### config.mk
export PLATFORM = sky130hd
export DESIGN_NAME = dual_lift_pd_controller_unit_flat
export DESIGN_NICKNAME = d
export VERILOG_FILES = /design/src/dlpd_pkg.sv /design/src/dlpd_if.sv /design/src/dlpd_ctrl.sv /design/src/dlpd_dp.sv /design/src/dual_lift_pd_controller_unit.sv /design/src/flat_wrapper.sv
export SDC_FILE = /design/constraint.sdc
export NUM_CORES = 2
export LEC_CHECK = 0
export ABC_AREA = 1
export BUFFER_PORTS_ARGS = -buffer_cell sky130_fd_sc_hd__buf_2
export CORE_MARGIN = 2
export CORE_UTILIZATION = 40
export CTS_BUF_LIST = sky130_fd_sc_hd__clkbuf_4
export CTS_CLUSTER_SIZE = 28
export DETAILED_ROUTE_END_ITERATION = 12
export GPL_ROUTABILITY_DRIVEN = 0
export PLACE_DENSITY = 0.52
export RECOVER_POWER = 50
export SLEW_MARGIN = 5
export SYNTH_ARGS = -nofsm -noshare
export SYNTH_HDL_FRONTEND = slang
export SYNTH_SLANG_ARGS = --single-unit
### constraint.sdc
create_clock -name clk -period 11.4 [get_ports clk]
set_input_delay 2.85 -clock clk [delete_from_list [all_inputs] [get_ports clk]]
set_output_delay 2.85 -clock clk [all_outputs]
set_load 0.01 [all_outputs]
### src/dlpd_pkg.sv
// ----------------------------------------------------------------------------
// dlpd_pkg
// Shared widths, register codes, control structs and the drive linearization
// table for the dual lift PD controller.
// ----------------------------------------------------------------------------
`default_nettype none

package dlpd_pkg;

	localparam int ADC_BITS   = 12;
	localparam int ERR_W      = ADC_BITS + 2;   // target - (pot - offset)
	localparam int DELTA_W    = ERR_W + 1;      // err - last_err
	localparam int DD_W       = ERR_W + 2;      // delta after damping (factor < 2)
	localparam int ACC_W      = 32;
	localparam int GAIN_W     = 16;
	localparam int WIN_W      = 12;
	localparam int DAMP_W     = 13;
	localparam int OFS_W      = 8;
	localparam int CFG_DATA_W = 16;
	localparam int CFG_IDX_W  = 3;
	localparam int MUL_A_W    = ACC_W;
	localparam int MUL_B_W    = GAIN_W + 1;
	localparam int PROD_W     = MUL_A_W + MUL_B_W;
	localparam int SUM_W      = PROD_W + 2;
	localparam int Q_BITS     = 12;
	localparam int DRV_W      = 8;
	localparam int DRIVE_MAX  = 127;

	localparam int LIN_TABLE_DEPTH = 128;
	localparam int LIN_IDX_W       = $clog2(LIN_TABLE_DEPTH);

	typedef enum logic [CFG_IDX_W-1:0] {
		REG_PROP_GAIN    = 3'd0,
		REG_INTEG_GAIN   = 3'd1,
		REG_DERIV_GAIN   = 3'd2,
		REG_INTEG_WINDOW = 3'd3,
		REG_DERIV_DAMP   = 3'd4,
		REG_LEFT_OFFSET  = 3'd5
	} reg_idx_t;

	typedef struct packed {
		logic [GAIN_W-1:0] prop_gain;
		logic [GAIN_W-1:0] integ_gain;
		logic [GAIN_W-1:0] deriv_gain;
		logic [WIN_W-1:0]  integ_window;
		logic [DAMP_W-1:0] deriv_damp;
		logic [OFS_W-1:0]  left_offset;
	} cfg_t;

	localparam cfg_t CFG_RESET = '{
		prop_gain:    GAIN_W'(1229),
		integ_gain:   GAIN_W'(0),
		deriv_gain:   GAIN_W'(8192),
		integ_window: WIN_W'(400),
		deriv_damp:   DAMP_W'(1638),
		left_offset:  OFS_W'(15)
	};

	typedef enum logic [1:0] {
		MUL_DAMP = 2'd0,
		MUL_P    = 2'd1,
		MUL_I    = 2'd2,
		MUL_D    = 2'd3
	} mul_sel_t;

	typedef struct packed {
		logic     idle;
		logic     side;       // 0 left, 1 right
		logic     err_step;
		logic     mul_en;
		mul_sel_t mul_sel;
		logic     sum_first;
		logic     sum_add;
		logic     dfix;
		logic     fin;
		logic     out_load;
	} cmd_t;

	typedef struct packed {
		logic in_valid;
		logic win;
		logic out_free;
	} sts_t;

	localparam logic [LIN_IDX_W-1:0] LIN_TABLE [0:LIN_TABLE_DEPTH-1] = '{
		7'd0,  7'd0,  7'd0,  7'd0,  7'd0,  7'd0,  7'd0,  7'd0,  7'd0,  7'd0,
		7'd0,  7'd21, 7'd21, 7'd21, 7'd22, 7'd22, 7'd22, 7'd23, 7'd24, 7'd24,
		7'd25, 7'd25, 7'd25, 7'd25, 7'd26, 7'd27, 7'd27, 7'd28, 7'd28, 7'd28,
		7'd28, 7'd29, 7'd30, 7'd30, 7'd30, 7'd31, 7'd31, 7'd32, 7'd32, 7'd32,
		7'd33, 7'd33, 7'd34, 7'd34, 7'd35, 7'd35, 7'd35, 7'd36, 7'd36, 7'd37,
		7'd37, 7'd37, 7'd37, 7'd38, 7'd38, 7'd39, 7'd39, 7'd39, 7'd40, 7'd40,
		7'd41, 7'd41, 7'd42, 7'd42, 7'd43, 7'd44, 7'd44, 7'd45, 7'd45, 7'd46,
		7'd46, 7'd47, 7'd47, 7'd48, 7'd48, 7'd49, 7'd50, 7'd50, 7'd51, 7'd52,
		7'd52, 7'd53, 7'd54, 7'd55, 7'd56, 7'd57, 7'd57, 7'd58, 7'd59, 7'd60,
		7'd61, 7'd62, 7'd63, 7'd64, 7'd65, 7'd66, 7'd67, 7'd67, 7'd68, 7'd70,
		7'd71, 7'd72, 7'd72, 7'd73, 7'd74, 7'd76, 7'd77, 7'd78, 7'd79, 7'd79,
		7'd80, 7'd81, 7'd83, 7'd84, 7'd84, 7'd86, 7'd86, 7'd87, 7'd87, 7'd88,
		7'd88, 7'd89, 7'd89, 7'd90, 7'd90, 7'd127, 7'd127, 7'd127
	};

endpackage

`default_nettype wire

### src/dlpd_if.sv
// ----------------------------------------------------------------------------
// dlpd_in_if / dlpd_out_if
// Valid/ready channels carrying one control tick in and one drive pair out.
// ----------------------------------------------------------------------------
`default_nettype none

interface dlpd_in_if;
	import dlpd_pkg::*;

	logic                valid;
	logic                ready;
	logic [ADC_BITS-1:0] target_pos;
	logic [ADC_BITS-1:0] pot_left;
	logic [ADC_BITS-1:0] pot_right;

	modport source (output valid, output target_pos, output pot_left, output pot_right,
		input ready);
	modport sink (input valid, input target_pos, input pot_left, input pot_right,
		output ready);
endinterface

interface dlpd_out_if;
	import dlpd_pkg::*;

	logic                    valid;
	logic                    ready;
	logic signed [DRV_W-1:0] drive_left;
	logic signed [DRV_W-1:0] drive_right;

	modport source (output valid, output drive_left, output drive_right, input ready);
	modport sink (input valid, input drive_left, input drive_right, output ready);
endinterface

`default_nettype wire

### src/dlpd_ctrl.sv
// ----------------------------------------------------------------------------
// dlpd_ctrl
// Sequencer: runs the error, damping (only outside the integral window) and
// three MAC steps per side, left then right, then hands the pair to output reg
// ----------------------------------------------------------------------------
`default_nettype none

module dlpd_ctrl (
	input  logic           clk,
	input  logic           arst_n,
	input  dlpd_pkg::sts_t sts,
	output dlpd_pkg::cmd_t cmd
);
	import dlpd_pkg::*;

	typedef enum logic [9:0] {
		ST_IDLE = 10'b00_0000_0001,
		ST_ERR  = 10'b00_0000_0010,
		ST_DMUL = 10'b00_0000_0100,
		ST_DFIX = 10'b00_0000_1000,
		ST_MP   = 10'b00_0001_0000,
		ST_MI   = 10'b00_0010_0000,
		ST_MD   = 10'b00_0100_0000,
		ST_ADD  = 10'b00_1000_0000,
		ST_FIN  = 10'b01_0000_0000,
		ST_OUT  = 10'b10_0000_0000
	} state_t;

	state_t state_q, state_d;
	logic   side_q, side_d;

	always_comb begin
		state_d = state_q;
		side_d  = side_q;
		cmd     = '0;
		cmd.side = side_q;
		cmd.mul_sel = MUL_P;
		case (state_q)
			ST_IDLE: begin
				cmd.idle = 1'b1;
				if (sts.in_valid) begin
					state_d = ST_ERR;
					side_d  = 1'b0;
				end
			end
			ST_ERR: begin
				cmd.err_step = 1'b1;
				state_d = sts.win ? ST_MP : ST_DMUL;
			end
			ST_DMUL: begin
				cmd.mul_en  = 1'b1;
				cmd.mul_sel = MUL_DAMP;
				state_d = ST_DFIX;
			end
			ST_DFIX: begin
				cmd.dfix = 1'b1;
				state_d = ST_MP;
			end
			ST_MP: begin
				cmd.mul_en  = 1'b1;
				cmd.mul_sel = MUL_P;
				state_d = ST_MI;
			end
			ST_MI: begin
				cmd.sum_first = 1'b1;
				cmd.mul_en    = 1'b1;
				cmd.mul_sel   = MUL_I;
				state_d = ST_MD;
			end
			ST_MD: begin
				cmd.sum_add = 1'b1;
				cmd.mul_en  = 1'b1;
				cmd.mul_sel = MUL_D;
				state_d = ST_ADD;
			end
			ST_ADD: begin
				cmd.sum_add = 1'b1;
				state_d = ST_FIN;
			end
			ST_FIN: begin
				cmd.fin = 1'b1;
				if (side_q) begin
					state_d = ST_OUT;
				end else begin
					side_d  = 1'b1;
					state_d = ST_ERR;
				end
			end
			ST_OUT: begin
				cmd.out_load = sts.out_free;
				if (sts.out_free) begin
					state_d = ST_IDLE;
				end
			end
			default: begin
				state_d = ST_IDLE;
			end
		endcase
	end

	always_ff @(posedge clk or negedge arst_n) begin
		if (!arst_n) begin
			state_q <= ST_IDLE;
			side_q  <= 1'b0;
		end else begin
			state_q <= state_d;
			side_q  <= side_d;
		end
	end

	// right side always follows the left one
	a_side_order: assert property (@(posedge clk) disable iff (!arst_n)
		(state_q == ST_FIN && !side_q) |=> (state_q == ST_ERR && side_q))
		else $error("right side did not follow left side");

	a_out_after_right: assert property (@(posedge clk) disable iff (!arst_n)
		(state_q == ST_FIN && side_q) |=> state_q == ST_OUT)
		else $error("output stage skipped");

	a_no_accept_busy: assert property (@(posedge clk) disable iff (!arst_n)
		cmd.err_step |-> !cmd.idle && !cmd.mul_en)
		else $error("error step overlaps other work");

endmodule

`default_nettype wire

### src/dlpd_dp.sv
// ----------------------------------------------------------------------------
// dlpd_dp
// Datapath: input capture, per-side error and integrator state, one shared
// 32x17 multiplier with an accumulator, drive scaling, clamp, linearization
// and the output register.
// ----------------------------------------------------------------------------
`default_nettype none

module dlpd_dp (
	input  logic           clk,
	input  logic           arst_n,
	input  dlpd_pkg::cfg_t cfg,
	input  dlpd_pkg::cmd_t cmd,
	output dlpd_pkg::sts_t sts,
	dlpd_in_if.sink        in_ch,
	dlpd_out_if.source     out_ch
);
	import dlpd_pkg::*;

	localparam logic signed [SUM_W-1:0] SUM_HI = SUM_W'(DRIVE_MAX);
	localparam logic signed [SUM_W-1:0] SUM_LO = -SUM_HI;

	logic [ADC_BITS-1:0] target_q, pot_l_q, pot_r_q;

	logic signed [ERR_W-1:0] last_err_q [2];
	logic signed [ACC_W-1:0] accum_q [2];

	logic signed [ERR_W-1:0]  err_q;
	logic signed [DD_W-1:0]   delta_q;
	logic signed [PROD_W-1:0] prod_q;
	logic signed [SUM_W-1:0]  sum_q;
	logic signed [DRV_W-1:0]  drv_l_q, drv_r_q;
	logic signed [DRV_W-1:0]  drive_left_q, drive_right_q;
	logic                     out_valid_q;

	logic signed [ERR_W-1:0]   pot_adj, err_now;
	logic [ERR_W-1:0]          err_mag;
	logic                      win_now;
	logic signed [DELTA_W-1:0] delta_now;
	logic signed [ACC_W:0]     acc_ext;
	logic signed [ACC_W-1:0]   acc_sat;

	logic signed [MUL_A_W-1:0] mul_a;
	logic signed [MUL_B_W-1:0] mul_b;
	logic signed [PROD_W-1:0]  mul_p;

	logic signed [PROD_W-1:0]  prod_sh, prod_tz;
	logic signed [SUM_W-1:0]   sum_sh, sum_tz;
	logic signed [DRV_W-1:0]   pwr, lut_s, drv_now;
	logic [LIN_IDX_W-1:0]      pmag;

	logic in_xfer;

	assign in_xfer     = in_ch.valid && in_ch.ready;
	assign in_ch.ready = cmd.idle;

	// error, change and integrator update for the selected side
	always_comb begin
		pot_adj = cmd.side ? ERR_W'(pot_r_q)
			: ERR_W'(pot_l_q) - ERR_W'(cfg.left_offset);
		err_now   = ERR_W'(target_q) - pot_adj;
		err_mag   = err_now[ERR_W-1] ? ERR_W'(-err_now) : ERR_W'(err_now);
		win_now   = 32'(err_mag) < 32'(cfg.integ_window);
		delta_now = DELTA_W'(err_now) - DELTA_W'(last_err_q[cmd.side]);
		acc_ext   = (ACC_W+1)'(accum_q[cmd.side]) + (ACC_W+1)'(err_now);
		if (acc_ext[ACC_W] != acc_ext[ACC_W-1]) begin
			acc_sat = acc_ext[ACC_W] ? {1'b1, {(ACC_W-1){1'b0}}} : {1'b0, {(ACC_W-1){1'b1}}};
		end else begin
			acc_sat = acc_ext[ACC_W-1:0];
		end
	end

	// shared multiplier operand select
	always_comb begin
		case (cmd.mul_sel)
			MUL_DAMP: begin
				mul_a = MUL_A_W'(delta_q);
				mul_b = MUL_B_W'(cfg.deriv_damp);
			end
			MUL_P: begin
				mul_a = MUL_A_W'(err_q);
				mul_b = MUL_B_W'(cfg.prop_gain);
			end
			MUL_I: begin
				mul_a = accum_q[cmd.side];
				mul_b = MUL_B_W'(cfg.integ_gain);
			end
			MUL_D: begin
				mul_a = MUL_A_W'(delta_q);
				mul_b = MUL_B_W'(cfg.deriv_gain);
			end
			default: begin
				mul_a = '0;
				mul_b = '0;
			end
		endcase
		mul_p = mul_a * mul_b;
	end

	// divide by 4096 with truncation toward zero
	always_comb begin
		prod_sh = prod_q >>> Q_BITS;
		prod_tz = prod_sh + PROD_W'(prod_q[PROD_W-1] && (|prod_q[Q_BITS-1:0]));
		sum_sh  = sum_q >>> Q_BITS;
		sum_tz  = sum_sh + SUM_W'(sum_q[SUM_W-1] && (|sum_q[Q_BITS-1:0]));
		if (sum_tz > SUM_HI) begin
			pwr = DRV_W'(DRIVE_MAX);
		end else if (sum_tz < SUM_LO) begin
			pwr = -DRV_W'(DRIVE_MAX);
		end else begin
			pwr = DRV_W'(sum_tz);
		end
		pmag    = pwr[DRV_W-1] ? LIN_IDX_W'(-pwr) : LIN_IDX_W'(pwr);
		lut_s   = DRV_W'(LIN_TABLE[pmag]);
		// right side is negated on output
		drv_now = (pwr[DRV_W-1] ^ cmd.side) ? -lut_s : lut_s;
	end

	always_ff @(posedge clk) begin
		if (in_xfer) begin
			target_q <= in_ch.target_pos;
			pot_l_q  <= in_ch.pot_left;
			pot_r_q  <= in_ch.pot_right;
		end
		if (cmd.err_step) begin
			err_q   <= err_now;
			delta_q <= DD_W'(delta_now);
		end else if (cmd.dfix) begin
			delta_q <= DD_W'(prod_tz);
		end
		if (cmd.mul_en) begin
			prod_q <= mul_p;
		end
		if (cmd.sum_first) begin
			sum_q <= SUM_W'(prod_q);
		end else if (cmd.sum_add) begin
			sum_q <= sum_q + SUM_W'(prod_q);
		end
		if (cmd.fin) begin
			if (cmd.side) begin
				drv_r_q <= drv_now;
			end else begin
				drv_l_q <= drv_now;
			end
		end
		if (cmd.out_load) begin
			drive_left_q  <= drv_l_q;
			drive_right_q <= drv_r_q;
		end
	end

	always_ff @(posedge clk or negedge arst_n) begin
		if (!arst_n) begin
			last_err_q[0] <= '0;
			last_err_q[1] <= '0;
			accum_q[0]    <= '0;
			accum_q[1]    <= '0;
		end else if (cmd.err_step) begin
			last_err_q[cmd.side] <= err_now;
			accum_q[cmd.side]    <= win_now ? acc_sat : '0;
		end
	end

	always_ff @(posedge clk or negedge arst_n) begin
		if (!arst_n) begin
			out_valid_q <= 1'b0;
		end else if (cmd.out_load) begin
			out_valid_q <= 1'b1;
		end else if (out_ch.ready) begin
			out_valid_q <= 1'b0;
		end
	end

	assign out_ch.valid       = out_valid_q;
	assign out_ch.drive_left  = drive_left_q;
	assign out_ch.drive_right = drive_right_q;

	assign sts.in_valid = in_ch.valid;
	assign sts.win      = win_now;
	assign sts.out_free = !out_valid_q || out_ch.ready;

	a_load_free: assert property (@(posedge clk) disable iff (!arst_n)
		cmd.out_load |-> (!out_valid_q || out_ch.ready))
		else $error("output register overwritten before transfer");

	a_accum_clear: assert property (@(posedge clk) disable iff (!arst_n)
		(cmd.err_step && !win_now) |=> accum_q[$past(cmd.side)] == '0)
		else $error("integrator not cleared outside window");

	a_drive_range: assert property (@(posedge clk) disable iff (!arst_n)
		out_valid_q |-> (drive_left_q != 8'sh80 && drive_right_q != 8'sh80))
		else $error("drive outside symmetric range");

endmodule

`default_nettype wire

### src/dual_lift_pd_controller_unit.sv
// ----------------------------------------------------------------------------
// dual_lift_pd_controller_unit
// Two-sided lift position controller: PID with integral window per side.
//
// in_ch carries one tick (target_pos, pot_left, pot_right); out_ch returns
// one pair (drive_left, drive_right) for every tick, in order.
// Configuration is a write port (cfg_we, cfg_index, cfg_data), to be written
// by the user only while the block is idle; the block does not enforce this.
// Indexes beyond the register list are ignored. Each side runs the error
// step, then the damping step when the change must be damped (error outside
// the integral window), then the three gain steps: one shared 32x17
// multiplier does the damping product and the three gain products one after
// another. One tick is processed at a time: a new tick is taken only when
// the sequencer is back in idle.
// The output register frees the sequencer: the next tick is accepted while
// a result still waits. If the receiver stalls with a result held, the next
// result waits inside the block and no new tick is taken until it moves.
// Reset clears the error history, the integrators and the output valid, and
// restores the register defaults.
// ----------------------------------------------------------------------------
`default_nettype none

module dual_lift_pd_controller_unit (
	input  logic                            clk,
	input  logic                            arst_n,
	input  logic                            cfg_we,
	input  logic [dlpd_pkg::CFG_IDX_W-1:0]  cfg_index,
	input  logic [dlpd_pkg::CFG_DATA_W-1:0] cfg_data,
	dlpd_in_if.sink                         in_ch,
	dlpd_out_if.source                      out_ch
);
	import dlpd_pkg::*;

	cfg_t cfg_q;
	cmd_t cmd;
	sts_t sts;

	always_ff @(posedge clk or negedge arst_n) begin
		if (!arst_n) begin
			cfg_q <= CFG_RESET;
		end else if (cfg_we) begin
			case (reg_idx_t'(cfg_index))
				REG_PROP_GAIN:    cfg_q.prop_gain    <= cfg_data[GAIN_W-1:0];
				REG_INTEG_GAIN:   cfg_q.integ_gain   <= cfg_data[GAIN_W-1:0];
				REG_DERIV_GAIN:   cfg_q.deriv_gain   <= cfg_data[GAIN_W-1:0];
				REG_INTEG_WINDOW: cfg_q.integ_window <= cfg_data[WIN_W-1:0];
				REG_DERIV_DAMP:   cfg_q.deriv_damp   <= cfg_data[DAMP_W-1:0];
				REG_LEFT_OFFSET:  cfg_q.left_offset  <= cfg_data[OFS_W-1:0];
				default: begin
				end
			endcase
		end
	end

	dlpd_ctrl u_ctrl (
		.clk    (clk),
		.arst_n (arst_n),
		.sts    (sts),
		.cmd    (cmd)
	);

	dlpd_dp u_dp (
		.clk    (clk),
		.arst_n (arst_n),
		.cfg    (cfg_q),
		.cmd    (cmd),
		.sts    (sts),
		.in_ch  (in_ch),
		.out_ch (out_ch)
	);

endmodule

`default_nettype wire
### src/flat_wrapper.sv
// flat-port wrapper written by rule: the top's interface ports become plain ports
module dual_lift_pd_controller_unit_flat import dlpd_pkg::*;
  (clk, arst_n, cfg_we, cfg_index, cfg_data, in_ch_valid, in_ch_target_pos, in_ch_pot_left, in_ch_pot_right, in_ch_ready, out_ch_valid, out_ch_drive_left, out_ch_drive_right, out_ch_ready);
  dlpd_in_if in_ch_i ();
  dlpd_out_if out_ch_i ();
  input  logic clk;
  input  logic arst_n;
  input  logic cfg_we;
  input  logic [dlpd_pkg::CFG_IDX_W-1:0] cfg_index;
  input  logic [dlpd_pkg::CFG_DATA_W-1:0] cfg_data;
  input wire logic [$bits(in_ch_i.valid)-1:0] in_ch_valid;
  input wire logic [$bits(in_ch_i.target_pos)-1:0] in_ch_target_pos;
  input wire logic [$bits(in_ch_i.pot_left)-1:0] in_ch_pot_left;
  input wire logic [$bits(in_ch_i.pot_right)-1:0] in_ch_pot_right;
  output wire logic [$bits(in_ch_i.ready)-1:0] in_ch_ready;
  output wire logic [$bits(out_ch_i.valid)-1:0] out_ch_valid;
  output wire logic [$bits(out_ch_i.drive_left)-1:0] out_ch_drive_left;
  output wire logic [$bits(out_ch_i.drive_right)-1:0] out_ch_drive_right;
  input wire logic [$bits(out_ch_i.ready)-1:0] out_ch_ready;
  assign in_ch_i.valid = in_ch_valid;
  assign in_ch_i.target_pos = in_ch_target_pos;
  assign in_ch_i.pot_left = in_ch_pot_left;
  assign in_ch_i.pot_right = in_ch_pot_right;
  assign in_ch_ready = in_ch_i.ready;
  assign out_ch_valid = out_ch_i.valid;
  assign out_ch_drive_left = out_ch_i.drive_left;
  assign out_ch_drive_right = out_ch_i.drive_right;
  assign out_ch_i.ready = out_ch_ready;
  dual_lift_pd_controller_unit u_core (.clk(clk), .arst_n(arst_n), .cfg_we(cfg_we), .cfg_index(cfg_index), .cfg_data(cfg_data), .in_ch(in_ch_i), .out_ch(out_ch_i));
endmodule
## Word level (Yosys, flattened, before mapping)

Memory sizes are Yosys's and may differ from the RTL's.
Index checks and enable logic that the tools add are counted.

- Memories: 1
- Output and inout port bits: 18
- ROM bits: 896
- Word-level logic and storage cells: 139
- Register bits after elaboration: 383
- Input bits: 60

- Mux-type cells: 46
- Reduce and logical (&&, ||, !) cells: 26
- Multipliers: 1
- Bitwise operators: 4
- $add $sub $neg: 10
- Equal/unequal tests: 21
- Magnitude comparators: 6

Memories:

| memory | words | width | rd ports | clocked after memory_dff | wr ports | RTL line | text |
|---|---|---|---|---|---|---|---|
| (name not given) | 128 | 7 | 1 | 0 | 0 | dlpd_dp.sv:114 | `lut_s = DRV_W'(LIN_TABLE[pmag]);` |

Operator list:

| cell | number |
|---|---|
| 32-bit 2-to-1 mux | 7 |
| 51-bit 2-to-1 mux | 2 |
| 10-bit case mux with 10 select lines | 1 |
| 32-bit case mux with 3 select lines | 1 |
| 14-bit 2-to-1 mux | 6 |
| 17-bit case mux with 4 select lines | 1 |
| 64-bit bitwise mux | 1 |
| 51-bit by 49-bit adder with 51-bit output | 1 |
| 32-bit by 17-bit multiplier with 49-bit output | 1 |
| 39-bit by 2-bit adder with 40-bit output | 1 |
| 40-bit by 8-bit greater-than comparator with 1-bit output, second input constant | 1 |
| 40-bit by 8-bit less-than comparator with 1-bit output, second input constant | 1 |
| 32-bit by 14-bit adder with 33-bit output | 1 |
| 32-bit demux with 1-bit select | 1 |
| 16-bit 2-to-1 mux | 2 |
| 10-bit 2-to-1 mux | 3 |
| 28-bit bitwise mux | 1 |
| 8-bit 2-to-1 mux | 3 |
| 12-bit OR reduction | 2 |
| 7-bit 2-to-1 mux | 3 |
| 2-bit AND reduction | 10 |
| 16-bit by 2-bit adder with 16-bit output | 1 |
| 14-bit by 14-bit subtractor with 15-bit output | 1 |
| 14-bit demux with 1-bit select | 1 |
| 41 further kinds | 61 |

## Depth between registers and ports, before layout

- Word-level depth: 14
- Depth in mapped cells: 50
- Gate-level depth less buffers: 48

## Modules after synthesis

Synthesis repeated with hierarchy kept, for this count alone.

- Cell total of the unflattened synthesis: 5438
- Area, all modules: 42779.8 sq um

By module, submodules not included:

| module | times used | sequential area each (sq um) | area each (sq um) | cells an instance |
|---|---|---|---|---|
| dlpd_dp | 1 | 8272.9 | 38852.3 | 4978 |
| dual_lift_pd_controller_unit | 1 | 2052.0 | 3240.6 | 363 |
| dlpd_ctrl | 1 | 276.5 | 686.9 | 97 |

## Worst setup path after synthesis

Ideal clock, no wire load.

- Kind: reg-to-reg
- From: reg u_core.u_ctrl.state_q[1]
- To: reg u_core.u_dp.prod_q[47] (data pin)
- Period minus slack after synthesis: 9.622 ns
- Stages on the path, launching flop included: 41
- Library setup time: 0.264 ns
- Required time: 11.136 ns
- Data arrival time: 9.358 ns
- Path buffers: 3
- Setup slack: 1.778 ns
- Cells stage by stage: dfrtp_1 > nor2_1 > inv_1 > nor2_1 > nand3_1 > inv_1 > nor2_1 > nand2_1 > nand3_1 > ha_1 > clkbuf_1 > clkbuf_1 > a22o_1 > o22ai_1 > clkbuf_1 > nor2_1 > fa_1 > inv_1 > (+5 left out) > inv_1 > fa_1 > inv_1 > ha_1 > nand3_1 > nand2_1 > nand3_1 > nand2_1 > nand3_1 > nand2_1 > a21oi_1 > o21bai_1 > nand2_1 > o211ai_1 > a21oi_1 > o21ai_0 > a31oi_1 > xor2_1

- Cells in the longest elaborated chain, start to end: 6
- Elaborated cells on any way between the ends: 13
- Classes of those cells: mul (1); eq/ne (7); mux (3); reduce/logical (2)

Ends and longest elaborated chain:

| item | RTL line | text |
|---|---|---|
| start, declared | dlpd_ctrl.sv:29 | `state_t state_q, state_d;` |
| start signal, assigned | dlpd_ctrl.sv:106 | `state_q <= state_d;` |
| 10-bit by 7-bit equality test with 1-bit output, or another cell as far along | dlpd_ctrl.sv:38 | `case (state_q)` |
| 3-bit case mux with 4 select lines * | dlpd_ctrl.sv:38 |  |
| 2-bit equality test or 2-bit logical NOT (tied branches) | dlpd_dp.sv:75 | `case (cmd.mul_sel)` |
| 2-bit OR reduction (no source line) | n/a |  |
| 32-bit case mux with 3 select lines | dlpd_dp.sv:75 |  |
| 32-bit by 17-bit multiplier with 49-bit output * | dlpd_dp.sv:97 | `mul_p = mul_a * mul_b;` |
| via u_core.u_dp.mul_p[47] | dlpd_dp.sv:45 | `logic signed [PROD_W-1:0] mul_p;` |
| end signal, assigned | dlpd_dp.sv:132 | `prod_q <= mul_p;` |
| end, declared | dlpd_dp.sv:30 | `logic signed [PROD_W-1:0] prod_q;` |

The timed path passes the listed nets; every way through them passes the cells marked *. The select of a mux whose other input is x is not followed.
A chain may end at the register's enable or synchronous reset.

## Worst setup path in the final report

- From: reg u_core.u_ctrl.state_q[0]
- To: reg u_core.u_dp.prod_q[47] (data pin)

The elaborated chain is that of the path after synthesis.

==> out/qor.yml <==
cp_slowest_cell: "fa_1"
rsz0062_at_grt: "no"
yosysUniqueCellTypes: 66
crit_type: "reg -> reg"
cp.required_ns: 12.04
nFillCells: 10900
via_count: 34800
root_buffer: "clkbuf_4"
cp.arrival_ns: 10.64
syn_inst: 5280
htreeDepth: 3
layout_common_cells: "nand2_1 (1182), inv_1 (997), fa_1 (494), nor2_1 (488), o21ai_0 (304)"
cpMostUsedCell: "inv_1"
tightest_slew_ns: 3.60
drc: 0
num_rows: 119
path_clk_slew_ns: 0.07
cts.sinks: 383
maxCapViolations: 8
syn2layout_area_growth_pct: 8.09
dr.pass1.iters: 8
antenna_found_initial: 6
ctsHoldBuffers: 0
die_w_um: 330
grt_pass1_wl_um: 203000
setup_viol: 0
final-instance-count-excl-fill: 6863
max_slew_margin_pct: -140
synth_area_leaders: "fa_1 (23%), edfxtp_1 (14%), nand2_1 (10%)"
fin_worst_skew_ns: 0.103
ys_seq_elements: 383
clock_path_buffers: 3
syn_avg_cell_area_um2: 8.05
cts_setup_buffers: 0
syn_area_um2: 42500
synth_ff_type: "edfxtp_1"
dp.cells: 6656
setup.worst_path.start_class: "register"
cp-end-kind: "register"
slowest_delay_ns: 0.56
postCtsResizedCells: 0
synth_top_area_share_pct: 23.3
crit_fanout: 17
async_flop_share_pct: 48.3
violations: "capacitance limit, slew limit"
synth.largest_area_cell: "fa_1"
drive_gt1_share_pct: 8.19
seq_area_frac_synth_pct: 25.0
drt_iter0_markers: 2405
ys_warn_count: 0
hpwl_um: 101000
clock.fmax_mhz: 100
dieArea_um2: 109000
grt_overflow: 0
min_period_ns: 10.00
track_usage_pct: 24.2
ios: 78
grt_pass1_vias: 35300
grt_max_degree: 69
multi_input_area_um2: 27400
initial_core_util_pct: 40.4
cts_tree: "done"
cts_buffers: 110
final_common_cell: "nand2_1"
hold_class: "reg -> reg"
synth_edf_count: 198
regArea_um2: 10600
hold_viol: 0
wirelength_um: 128000
fin_crit_sh_pct: 87.8
outcome: "finished with violations"
viasPerCell: 5.07
nNetsFinal: 6193
die_h_um: 330
tns_ns: 0
ant_nets: 0
coreArea_um2: 105000
portBuffers: 77
synth_fp_nets: 6096
wl_per_cell_um: 18.7
maxSlewViolCount: 348
insertion_delay_ns: 0.97
[layer usage]
metal / vias to the layer above / share of wire (%) / routed length, um / global-route usage, %
li1: 16800 / - / - / -
met1: 16900 / 47 / 60000 / 34.4
met2: 930 / 44 / 57000 / 37.9
met3: 207 / 5.3 / 6820 / 3.18
met4: 0 / 3.7 / 4710 / 8.55
met5: - / 0 / 0 / 0
[final timing paths]
check / startpoint / endpoint / slack, ns / cells past startpoint
max in group asynchronous: arst_n / u_core.u_ctrl.state_q[6] / 3.39 / 3
min in group asynchronous: arst_n / u_core.cfg_q[53] / 3.09 / 1
setup reg to reg: u_core.u_ctrl.state_q[0] / u_core.u_dp.prod_q[47] / 1.40 / 37
hold reg to reg: u_core.u_dp.drv_l_q[3] / u_core.u_dp.out_ch.drive_left[3] / 0.41 / 0
hold / removal: u_core.u_dp.drv_l_q[3] / u_core.u_dp.out_ch.drive_left[3] / 0.41 / 0
setup / recovery: u_core.u_ctrl.state_q[0] / u_core.u_dp.prod_q[47] / 1.40 / 37
[worst max-delay path: cells and delay by family (launching register included)]
kind            cells  cell delay (ns)
compound gates      6             1.46
xor+xnor            1             0.17
fa+ha+maj           8             3.70
buf+inv            10             1.61
flops               1             0.53
simple gates       12             2.21
[final cells by class]
class | count | share of cell area [%]
diodes | 2 | 0.0109
clock buffers | 157 | 2.57
clock inverters | 48 | 0.583
inverters | 1029 | 8.41
multi-input cells | 3712 | 59.8
flip-flops and latches | 383 | 23.1
well taps | 1391 | 3.79
repair buffers | 141 | 1.79
[per-stage QoR]
stage	hold WS, ns	util (%)	cell area [um^2]	setup slack, ns
2_1_floorplan	0.400	-	42500	1.78
3_3_place_gp	0.404	42.3	44500	1.48
3_5_place_dp	0.405	42.3	44500	1.40
4_1_cts	0.418	43.7	46000	1.34
5_1_grt	0.422	43.6	45900	0.542
6_report	0.415	43.6	45900	1.40
[state kept, by name, summed over array words and instances, names as in the netlist]
signal,cells
u_core.u_dp.accum_q,64
u_core.u_dp.pot_r_q,12
u_core.u_dp.prod_q,49
u_core.u_dp.out_ch.drive_left,8
u_core.u_dp.sum_q,51
u_core.u_dp.drv_l_q,8
u_core.u_dp.drv_r_q,8
u_core.u_dp.pot_l_q,12
u_core.u_dp.delta_q,16
u_core.u_ctrl.side_q,1
u_core.u_dp.out_ch.valid,1
u_core.cfg_q,81
u_core.u_dp.last_err_q,28
u_core.u_dp.err_q,14
u_core.u_dp.target_q,12
u_core.u_dp.out_ch.drive_right,8
u_core.u_ctrl.state_q,10
[logic make-up (layout without fill, tap and decap cells)]
logic type | after synthesis | count (layout) | share of synthesized area [%]
fa+ha+maj | 756 | 756 | 31.0
compound gates | 727 | 727 | 9.49
xor+xnor | 156 | 156 | 3.22
flops | 383 | 383 | 25.0
mux | 12 | 12 | 0.283
buf+inv | 1185 | 1375 | 10.6
simple gates | 2061 | 2061 | 20.5
other cells | 0 | 2 | 0
[cell usage after synthesis, drive strengths merged, types with 6 or more instances]
library cell / count
a22o: 14
nand3b: 8
dfstp: 21
mux2i: 12
a21oi: 231
xnor2: 59
xor2: 97
o21ai: 336
nor3: 36
a31oi: 34
o21bai: 15
o22ai: 15
o211ai: 12
dfrtp: 164
a22oi: 15
nand4: 24
nor4: 10
and2: 6
o21a: 12
ha: 262
nor2: 513
buf: 24
fa: 494
o221ai: 6
inv: 1015
a21boi: 9
clkbuf: 132
nand3: 227
o31ai: 11
clkinv: 14
or2: 14
edfxtp: 198
nand2: 1221
Power is left out: the tool's default activity adds up to more than one toggle a clock period on the data nets, which glitch-free logic cannot reach.
